## src/iqpdb_pkg.sv

```systemverilog
`timescale 1ns / 1ps
// ----------------------------------------------------------------------------
// iqpdb_pkg: shared constants of the I/Q window power meter
// Field widths, log2 fraction table and dB scaling constants.
// ----------------------------------------------------------------------------
package iqpdb_pkg;

	localparam int SAMPLE_W        = 12;
	localparam int DB_W            = 12;
	localparam int USED_W          = 11;
	// |sample|^2 reaches 2^22, so one square needs 23 bits
	localparam int SQ_W            = 23;
	// Q8 log2 values and their difference fit 16 bits signed
	localparam int LOG_W           = 16;
	localparam int MUL_W           = 16;
	localparam int PROD_W          = 2 * MUL_W;
	localparam int FRAC_IDX_W      = 5;
	localparam int FRAC_W          = 8;
	localparam int DEF_MAX_WINDOW  = 1024;

	localparam logic signed [DB_W-1:0]   FLOOR_RESET = -12'sd1920;
	// round(16 * 256 * 10 * log10(2))
	localparam logic signed [MUL_W-1:0]  DB_SCALE    = 16'sd12330;
	// log2(2048^2) in Q8 log2 units
	localparam logic signed [LOG_W-1:0]  FS_LOG2_Q8  = 16'sd5632;
	localparam logic signed [PROD_W-1:0] ROUND_HALF  = 32'sd32768;

	// round(256 * log2(1 + k/32))
	localparam logic [FRAC_W-1:0] LOG_FRAC [2**FRAC_IDX_W] = '{
		8'd0,   8'd11,  8'd22,  8'd33,  8'd44,  8'd54,  8'd63,  8'd73,
		8'd82,  8'd92,  8'd100, 8'd109, 8'd118, 8'd126, 8'd134, 8'd142,
		8'd150, 8'd157, 8'd165, 8'd172, 8'd179, 8'd186, 8'd193, 8'd200,
		8'd207, 8'd213, 8'd220, 8'd226, 8'd232, 8'd238, 8'd244, 8'd250
	};

endpackage

```

## src/iq_window_power_db_meter_unit.sv

```systemverilog
`timescale 1ns / 1ps
// ----------------------------------------------------------------------------
// iq_window_power_db_meter_unit: windowed mean I/Q power in dBFS
// Sums I*I+Q*Q over a window and reports the mean power in 1/16 dB.
// ----------------------------------------------------------------------------
//
//  channel   direction  handshake              word
//  --------  ---------  ---------------------  ---------------------------------
//  input     in         in_valid / in_stall    i_sample, q_sample, window_end
//  output    out        out_valid / out_stall  power_db, samples_used
//  config    in         cfg_wr_en              cfg_wr_data (floor_db)
//
//  A word that does not end the window passes the steps accept, square I, square Q
//  and accumulate; the two squares go through the one shared 16x16 signed multiplier.
//  A window-end word then adds a load step, leading-one shift steps in the shared
//  normalizer for the sum and then for the count, a scale multiply and an emit step.
//  Reset clears the accumulators, the sequencer and the output valid, and sets the
//  floor to -120 dB. A stalled output holds the sequencer in its emit step.
//
module iq_window_power_db_meter_unit
	import iqpdb_pkg::*;
#(
	parameter int MAX_WINDOW = DEF_MAX_WINDOW
) (
	input  logic                       clk,
	input  logic                       arst_n,
	// configuration
	input  logic                       cfg_wr_en,
	input  logic signed [DB_W-1:0]     cfg_wr_data,
	// input words
	input  logic                       in_valid,
	output logic                       in_stall,
	input  logic signed [SAMPLE_W-1:0] i_sample,
	input  logic signed [SAMPLE_W-1:0] q_sample,
	input  logic                       window_end,
	// result words
	output logic                       out_valid,
	input  logic                       out_stall,
	output logic signed [DB_W-1:0]     power_db,
	output logic        [USED_W-1:0]   samples_used
);

	// widths that follow from the window bound
	localparam int CNT_W = $clog2(MAX_WINDOW + 1);
	localparam int SUM_W = $clog2(MAX_WINDOW) + SQ_W + 1;
	localparam int EXP_W = $clog2(SUM_W);

	typedef enum logic [2:0] {
		IDLE,
		SQ_I,
		SQ_Q,
		ACC_Q,
		LD_SUM,
		NORM_SUM,
		NORM_CNT,
		SCALE_EMIT
	} state_t;

	state_t                     state_q;
	logic                       emit_q;      // scale product is ready, waiting to emit
	logic signed [SAMPLE_W-1:0] i_q;
	logic signed [SAMPLE_W-1:0] q_q;
	logic                       last_q;
	logic        [SUM_W-1:0]    sum_q;
	logic        [CNT_W-1:0]    cnt_q;
	logic signed [PROD_W-1:0]   prod_q;
	logic        [SUM_W-1:0]    norm_x_q;
	logic        [EXP_W-1:0]    norm_e_q;
	logic signed [LOG_W-1:0]    l_sum_q;
	logic signed [LOG_W-1:0]    d_q;
	logic                       zero_q;
	logic signed [DB_W-1:0]     floor_q;
	logic                       out_valid_q;
	logic signed [DB_W-1:0]     power_db_q;
	logic        [USED_W-1:0]   used_q;

	logic signed [MUL_W-1:0]    mul_a;
	logic signed [MUL_W-1:0]    mul_b;
	logic signed [PROD_W-1:0]   mul_p;
	logic                       full;
	logic                       norm_done;
	logic signed [LOG_W-1:0]    log_val;
	logic signed [PROD_W-1:0]   rnd;
	logic signed [LOG_W-1:0]    db_raw;
	logic signed [LOG_W-1:0]    floor_ext;
	logic signed [LOG_W-1:0]    db_sel;
	logic                       out_free;
	logic                       emit_now;

	assign in_stall     = (state_q != IDLE);
	assign out_valid    = out_valid_q;
	assign power_db     = power_db_q;
	assign samples_used = used_q;

	// shared multiplier: squares during accumulation, dB scaling at window end
	always_comb begin
		unique case (state_q)
			SQ_I: begin
				mul_a = MUL_W'(i_q);
				mul_b = MUL_W'(i_q);
			end
			SQ_Q: begin
				mul_a = MUL_W'(q_q);
				mul_b = MUL_W'(q_q);
			end
			SCALE_EMIT: begin
				mul_a = d_q;
				mul_b = DB_SCALE;
			end
			default: begin
				mul_a = '0;
				mul_b = '0;
			end
		endcase
	end
	assign mul_p = mul_a * mul_b;

	// a full window ignores further samples until it ends
	assign full = (cnt_q == CNT_W'(MAX_WINDOW));

	// shared normalizer: stop on the leading one (or at bit zero)
	assign norm_done = norm_x_q[SUM_W-1] || (norm_e_q == '0);
	assign log_val   = LOG_W'({norm_e_q,
		LOG_FRAC[norm_x_q[SUM_W-2 -: FRAC_IDX_W]]});

	// floor(d * scale / 65536 + 1/2), then clamp to the floor register (also for a zero sum)
	assign rnd       = prod_q + ROUND_HALF;
	assign db_raw    = rnd[PROD_W-1 -: LOG_W];
	assign floor_ext = LOG_W'(floor_q);
	assign db_sel    = (zero_q || (db_raw < floor_ext)) ? floor_ext : db_raw;

	assign out_free  = !out_valid_q || !out_stall;
	// the result register takes a new word once the scale product is ready and the output is free
	assign emit_now  = (state_q == SCALE_EMIT) && emit_q && out_free;

	always_ff @(posedge clk or negedge arst_n) begin
		if (!arst_n) begin
			state_q     <= IDLE;
			emit_q      <= 1'b0;
			i_q         <= '0;
			q_q         <= '0;
			last_q      <= 1'b0;
			sum_q       <= '0;
			cnt_q       <= '0;
			prod_q      <= '0;
			norm_x_q    <= '0;
			norm_e_q    <= '0;
			l_sum_q     <= '0;
			d_q         <= '0;
			zero_q      <= 1'b0;
			floor_q     <= FLOOR_RESET;
			out_valid_q <= 1'b0;
			power_db_q  <= '0;
			used_q      <= '0;
		end else begin
			if (cfg_wr_en) begin
				floor_q <= cfg_wr_data;
			end
			// load a new result word, or drop the old one once taken
			if (emit_now) begin
				out_valid_q <= 1'b1;
			end else if (out_valid_q && !out_stall) begin
				out_valid_q <= 1'b0;
			end

			unique case (state_q)
				IDLE: begin
					if (in_valid) begin
						i_q     <= i_sample;
						q_q     <= q_sample;
						last_q  <= window_end;
						state_q <= SQ_I;
					end
				end
				SQ_I: begin
					prod_q  <= mul_p;
					state_q <= SQ_Q;
				end
				SQ_Q: begin
					if (!full) begin
						sum_q <= sum_q + SUM_W'(prod_q[SQ_W-1:0]);
					end
					prod_q  <= mul_p;
					state_q <= ACC_Q;
				end
				ACC_Q: begin
					if (!full) begin
						sum_q <= sum_q + SUM_W'(prod_q[SQ_W-1:0]);
						cnt_q <= cnt_q + CNT_W'(1);
					end
					state_q <= last_q ? LD_SUM : IDLE;
				end
				LD_SUM: begin
					zero_q   <= (sum_q == '0);
					norm_x_q <= sum_q;
					norm_e_q <= EXP_W'(SUM_W - 1);
					state_q  <= NORM_SUM;
				end
				NORM_SUM: begin
					if (norm_done) begin
						l_sum_q  <= log_val;
						norm_x_q <= SUM_W'(cnt_q);
						norm_e_q <= EXP_W'(SUM_W - 1);
						state_q  <= NORM_CNT;
					end else begin
						norm_x_q <= norm_x_q << 1;
						norm_e_q <= norm_e_q - EXP_W'(1);
					end
				end
				NORM_CNT: begin
					if (norm_done) begin
						d_q     <= l_sum_q - log_val - FS_LOG2_Q8;
						emit_q  <= 1'b0;
						state_q <= SCALE_EMIT;
					end else begin
						norm_x_q <= norm_x_q << 1;
						norm_e_q <= norm_e_q - EXP_W'(1);
					end
				end
				SCALE_EMIT: begin
					if (!emit_q) begin
						// scale the log2 difference
						prod_q <= mul_p;
						emit_q <= 1'b1;
					end else if (out_free) begin
						// load the result word and clear the window
						power_db_q  <= db_sel[DB_W-1:0];
						used_q      <= USED_W'(cnt_q);
						sum_q       <= '0;
						cnt_q       <= '0;
						emit_q      <= 1'b0;
						state_q     <= IDLE;
					end
				end
				default: begin
					state_q <= IDLE;
				end
			endcase
		end
	end

`ifndef SYNTH
	// an accepted word keeps the input stalled while it is worked on
	a_busy_after_accept: assert property (@(posedge clk) disable iff (!arst_n)
		(in_valid && !in_stall) |=> in_stall)
		else $error("input not stalled after accepting a word");

	// the sample count never passes the window bound
	a_cnt_bound: assert property (@(posedge clk) disable iff (!arst_n)
		cnt_q <= CNT_W'(MAX_WINDOW))
		else $error("sample count beyond window bound");

	// every result covers at least one sample
	a_cnt_nonzero: assert property (@(posedge clk) disable iff (!arst_n)
		$rose(out_valid_q) |-> ($past(cnt_q) != '0))
		else $error("result emitted for an empty window");

	// a reported power never lies below the floor in force
	a_floor: assert property (@(posedge clk) disable iff (!arst_n)
		$rose(out_valid_q) |-> (power_db_q >= $past(floor_q)))
		else $error("reported power below floor");

	// accumulators clear together with the result
	a_clear: assert property (@(posedge clk) disable iff (!arst_n)
		$rose(out_valid_q) |-> ((sum_q == '0) && (cnt_q == '0)))
		else $error("accumulators not cleared at window end");
`endif

endmodule
```

## config.mk

```make
export PLATFORM = sky130hd
export DESIGN_NAME = iq_window_power_db_meter_unit
export DESIGN_NICKNAME = d
export VERILOG_FILES = /design/src/iqpdb_pkg.sv /design/src/iq_window_power_db_meter_unit.sv
export SDC_FILE = /design/constraint.sdc
export NUM_CORES = 1
export LEC_CHECK = 0
export ABC_AREA = 1
export BUFFER_PORTS_ARGS = -buffer_cell sky130_fd_sc_hd__buf_2
export CAP_MARGIN = 20
export CORE_ASPECT_RATIO = 1.75
export CORE_MARGIN = 1
export CORE_UTILIZATION = 35
export DETAILED_ROUTE_END_ITERATION = 10
export MAX_ROUTING_LAYER = met4
export SLEW_MARGIN = 20
export SYNTH_ARGS = -nofsm -noshare
export SYNTH_HDL_FRONTEND = slang
export SYNTH_SLANG_ARGS = --single-unit
```

## constraint.sdc

```tcl
create_clock -name clk -period 8.42 [get_ports clk]
set_clock_uncertainty 0.15 [all_clocks]
set_input_delay 0.842 -clock clk [delete_from_list [all_inputs] [get_ports clk]]
set_output_delay 0.842 -clock clk [all_outputs]
set_load 0.1 [all_outputs]
```

==> impl_metrics.ini, run 1 <==
[timing]
fin_crit_sh_pct = 91.54
tns_ps = 0
rsz0062_at_grt = no
max_freq_mhz = 129.7
relSlewSlack_pct = 42.43
finalSetupViolCount = 0
hold_viol_final = 0
tightest_slew_ps = 863.5
worst_slack_ps = 712.6
finalMaxSlewViolations = 0
min_period_ps = 7707

[setup_path]
r2r_slack_ps = 710
crit_top_cell = fa_1
critPathCaptureType = flop
ff2ff_path_depth = 29
crit_buf_inv = 9
cp.arrival_ps = 7950
timing.rr.start = state_q[0]
cp-start-kind = flop
max_stage_delay_ps = 620
cp.required_ps = 8670
rr_endpoint = prod_q[23]
path_max_fanout = 25
critPathTopFamily = adder cells
crit_type = flop to flop
crit_slowest_cell = fa_1

[floorplan]
fp.coreArea_um2 = 64020
die_y_um = 338.3
floorplan.die_area_um2 = 65690
die_x_um = 194.2
rows = 123
start_util_pct = 35.33
io_pins = 67

[logic_synthesis]
synthDominantCellAreaShare_pct = 23.36
synth-edff-count = 0
synth_cells = 2919
yosysSeqAreaShare_pct = 23.57
synth_top_cell_by_area = fa_1
synth-main-ff-cell = dfrtp_1
syn_area_um2 = 22620
syn_avg_cell_area_um2 = 7.749
ys_async_sr_fraction_pct = 100.0
synth-warning-count = 0
synthTopCellsByArea = fa_1, dfrtp_1, inv_1, nand2_1, ha_1
synth.distinct_cells = 46
ys_seq_elements = 213

[clock_network]
insertion_delay_ps = 560
cts_tree = yes
cts_root_buf = clkbuf_16
numCtsBuffers = 22
htreeDepth = 1
clockBufferDepth = 3
cts.sinks = 213
hold_buffers = 0
clk_pin_slew_ps = 60

[placed_design]
io_buffers = 66
place_ws_ps = 705.5
dp_hpwl_mm = 54.05
place_congestion = 0.9245

[routing]
drt_iter0_drc = 1029
antenna_left = 0
wl_per_cell_um = 17.31
vias_per_cell = 4.959
firstDrtPassIters = 10
drc = 2
wl_mm = 65.76
vias = 18830

[worst_hold_path]
min_path_type = input port to asynchronous set/reset pin

[global_routing]
grt_pass1_wl_mm = 106.1
grt.total_usage_pct = 21.36
antenna_found_initial = 4
grt_pass1_vias = 20110
overflow = 0
grt_max_degree = 140

[final_layout]
multi_input_area_um2 = 14380
regArea_um2 = 5333
drive_gt1_share_pct = 5.932
utilization_pct = 38.48
areaGrowthSynthToFinish_pct = 8.917
final.fill_count = 6723
finalNetCount = 3426

[flow_run]
cap_violations = 0

[outcome]
violations = DRC
status = finished, violations left
==> metal layers <==
metal / vias to the layer above / wire length [um] / track usage, %
li1: 9105 / - / -
met4: 0 / 4630 / 13.53
met3: 193 / 2013 / 2.012
met5: - / 0 / -
met1: 9146 / 23030 / 20.40
met2: 390 / 36090 / 40.60
==> final cells by class <==
| class | instances | area share (%) |
|---|---|---|
| sequential | 213 | 21.64 |
| clock inverter | 8 | 0.2539 |
| clock buffer | 32 | 2.590 |
| multi-input combinational | 1934 | 58.36 |
| antenna | 2 | 0.02031 |
| timing repair buffer | 92 | 2.255 |
| tap | 812 | 4.124 |
| inverter | 705 | 10.76 |
==> cell usage in the layout, fill, tap and decap left out, types with 37 or more instances in the layout <==
cell / instances
dfrtp_1: 211
nand2_1: 637
ha_1: 152
a21oi_1: 145
buf_2: 65
nor2_1: 148
fa_1: 264
inv_1: 689
o22ai_1: 44
nand3_1: 122
nand4_1: 37
o21ai_0: 173
==> sequential cells by signal (all words and copies together), names as in the netlist <==
register	count
cnt_q	11
d_q	16
emit_q	1
floor_q	12
i_q	12
l_sum_q	14
last_q	1
norm_e_q	6
norm_x_q	34
out_valid	1
power_db	12
prod_q	32
q_q	12
samples_used	11
state_q	3
sum_q	34
zero_q	1
==> through the flow <==
stage                     area, um^2  cells  hold WS, ps
after floorplan                22630   2921        292.2
after global placement         23900   3753        311.8
after detailed placement       23900   3753        312.5
after CTS                      24600   3793        163.6
after global routing           24640   3798        169.5
final                          24640   3798        149.5
==> worst max path at each step <==
| stage | from | end | depth (start not counted) |
|---|---|---|---|
| 2_1_floorplan | state_q[0] | prod_q[23] | 29 |
| 6_report | state_q[0] | prod_q[23] | 29 |
| 4_1_cts | state_q[0] | prod_q[23] | 29 |
| 3_3_place_gp | state_q[0] | prod_q[23] | 29 |
| 3_5_place_dp | state_q[0] | prod_q[23] | 29 |
| 5_1_grt | state_q[0] | prod_q[23] | 29 |
==> cells by family (layout without fill, tap and decap cells) <==
logic type      after synthesis  in the layout  synth area share, %
simple gates               1024           1024                18.94
mux                           9              9               0.4480
buf+inv                     774            837                12.95
other cells                   2              6              0.03320
compound gates              434            434                10.46
fa+ha+maj                   416            416                31.77
xor+xnor                     47             47                1.820
flops                       213            213                23.57
==> repair_timing <==
| item | CTS | global route |
|---|---|---|
| gates resized for setup | 0 | 1 |
| setup endpoints to repair | 0 | 1 |
| setup buffers | 0 | 2 |
| hold endpoints to repair | 0 | 0 |
==> synth_stat cells, types with 3 or more instances <==
library cell    n
inv_1         690
nand2_1       637
fa_1          264
dfrtp_1       211
o21ai_0       173
ha_1          152
nor2_1        149
a21oi_1       145
nand3_1       123
clkbuf_1       49
o22ai_1        44
nand4_1        37
nor3_1         31
xor2_1         28
o21ai_1        20
xnor2_1        19
nor4_1         16
buf_2          14
or2_2          13
inv_2          12
o21bai_1       10
a21o_1          9
mux2_2          9
a31oi_1         8
o211ai_1        6
o31ai_1         6
buf_1           4
nand3b_1        4
o221ai_1        4
clkinv_1        3
nand2_2         3
o21a_1          3
Power of run 1 is left out: the tool's default activity adds up to more than one toggle a clock period on the data nets, which glitch-free logic cannot reach.
==> inputs of run 2 (changes only) <==
PLACE_DENSITY = 0.56   (was not set)
==> impl_metrics.ini, run 2 (synthesis results as in run 1) <==
[setup_path]
cp-start-kind = flop
crit_type = flop to flop
crit_top_cell = fa_1
crit_slowest_cell = fa_1
critPathCaptureType = flop
cp.required_ps = 8690
path_max_fanout = 24
cp.arrival_ps = 8090
max_stage_delay_ps = 620

[timing]
worst_slack_ps = 594.3
rsz0062_at_grt = no
hold_viol_final = 0
max_freq_mhz = 127.8
finalMaxSlewViolations = 0
relSlewSlack_pct = 36.51
tns_ps = 0
finalSetupViolCount = 0
tightest_slew_ps = 952.4
fin_crit_sh_pct = 92.94
min_period_ps = 7826

[floorplan]
die_y_um = 338.3
die_x_um = 194.2
rows = 123
fp.coreArea_um2 = 64020
floorplan.die_area_um2 = 65690
start_util_pct = 35.33
io_pins = 67

[clock_network]
cts_tree = yes
clockBufferDepth = 3
htreeDepth = 1
cts.sinks = 213
insertion_delay_ps = 570
numCtsBuffers = 24
cts_root_buf = clkbuf_16
clk_pin_slew_ps = 60

[routing]
antenna_left = 0
wl_per_cell_um = 17.46
vias_per_cell = 4.956
wl_mm = 66.35
vias = 18830
firstDrtPassIters = 8
drc = 2
drt_iter0_drc = 879

[global_routing]
grt_max_degree = 146
grt.total_usage_pct = 21.63
grt_pass1_vias = 20040
overflow = 0
antenna_found_initial = 0
grt_pass1_wl_mm = 107.1

[final_layout]
drive_gt1_share_pct = 6.026
antenna_cells = 0
final_common_cell = inv_1
areaGrowthSynthToFinish_pct = 9.741
top_regs = norm_x_q: 34 flops, sum_q: 34 flops, prod_q: 32 flops
postLayoutCellArea_um2 = 24820
layout_common_cells = inv_1, nand2_1, fa_1, dfrtp_1, o21ai_0
finalNetCount = 3427

[flow_run]
cap_violations = 0

[placed_design]
dp_hpwl_mm = 54.72
place_congestion = 0.9497
io_buffers = 66
place_ws_ps = 537.4
place_area_um2 = 23890

[outcome]
status = finished, violations left
violations = DRC

[worst_hold_path]
min_path_type = input port to asynchronous set/reset pin
[run 2: final timing paths]
check	startpoint	to	slack, ps	cells past startpoint
setup / recovery	state_q[0]	prod_q[23]	590	30
hold / removal	arst_n	power_db[5]	80	1
setup reg to reg	state_q[0]	prod_q[23]	590	30
hold reg to reg	power_db[1]	power_db[1]	320	2
max in group asynchronous	arst_n	i_q[11]	6720	2
min in group clk	power_db[1]	power_db[1]	320	2
[run 2: what timing repair did]
item / 4_1_cts / 5_1_grt
setup buffers: 0 / 1
resized for setup: 0 / 1
setup endpoints to repair: 0 / 2
hold buffers: 0 / 0
[run 2: layout make-up]
type	instances	area, um^2
fill	6814	39200
multi-input combinational	1934	14370
sequential	213	5333
inverter	705	2650
tap	812	1016
clock buffer	30	643.1
timing repair buffer	91	560.5
clock inverter	14	249.0
[run 2: critical path, delay by kind of cell (launching register included)]
| family | cells | cell delay (ps) |
|---|---|---|
| AOI/OAI and AO/OA | 4 | 640 |
| DFF | 1 | 380 |
| buffers and inverters | 10 | 1230 |
| adders and majority gates | 8 | 3790 |
| and+or+nand+nor | 8 | 1470 |
[run 2: layer usage]
layer	share of wire (%)	GRT usage (%)	wire length [um]	vias up
met3	2.5	1.464	1629	202
li1	-	-	-	9094
met4	7.5	14.30	4968	0
met2	54	40.57	36080	384
met1	36	21.24	23680	9149
met5	0	-	0	-
[run 2: metrics by stage]
step	hold WS, ps	instances	utilization (%)
5_1_grt	114.2	3799	38.77
3_5_place_dp	311.9	3753	37.32
3_3_place_gp	310.0	3753	37.32
4_1_cts	110.5	3797	38.71
6_report	81.27	3799	38.77
2_1_floorplan	292.2	2921	-
Power of run 2 is left out for the same reason.
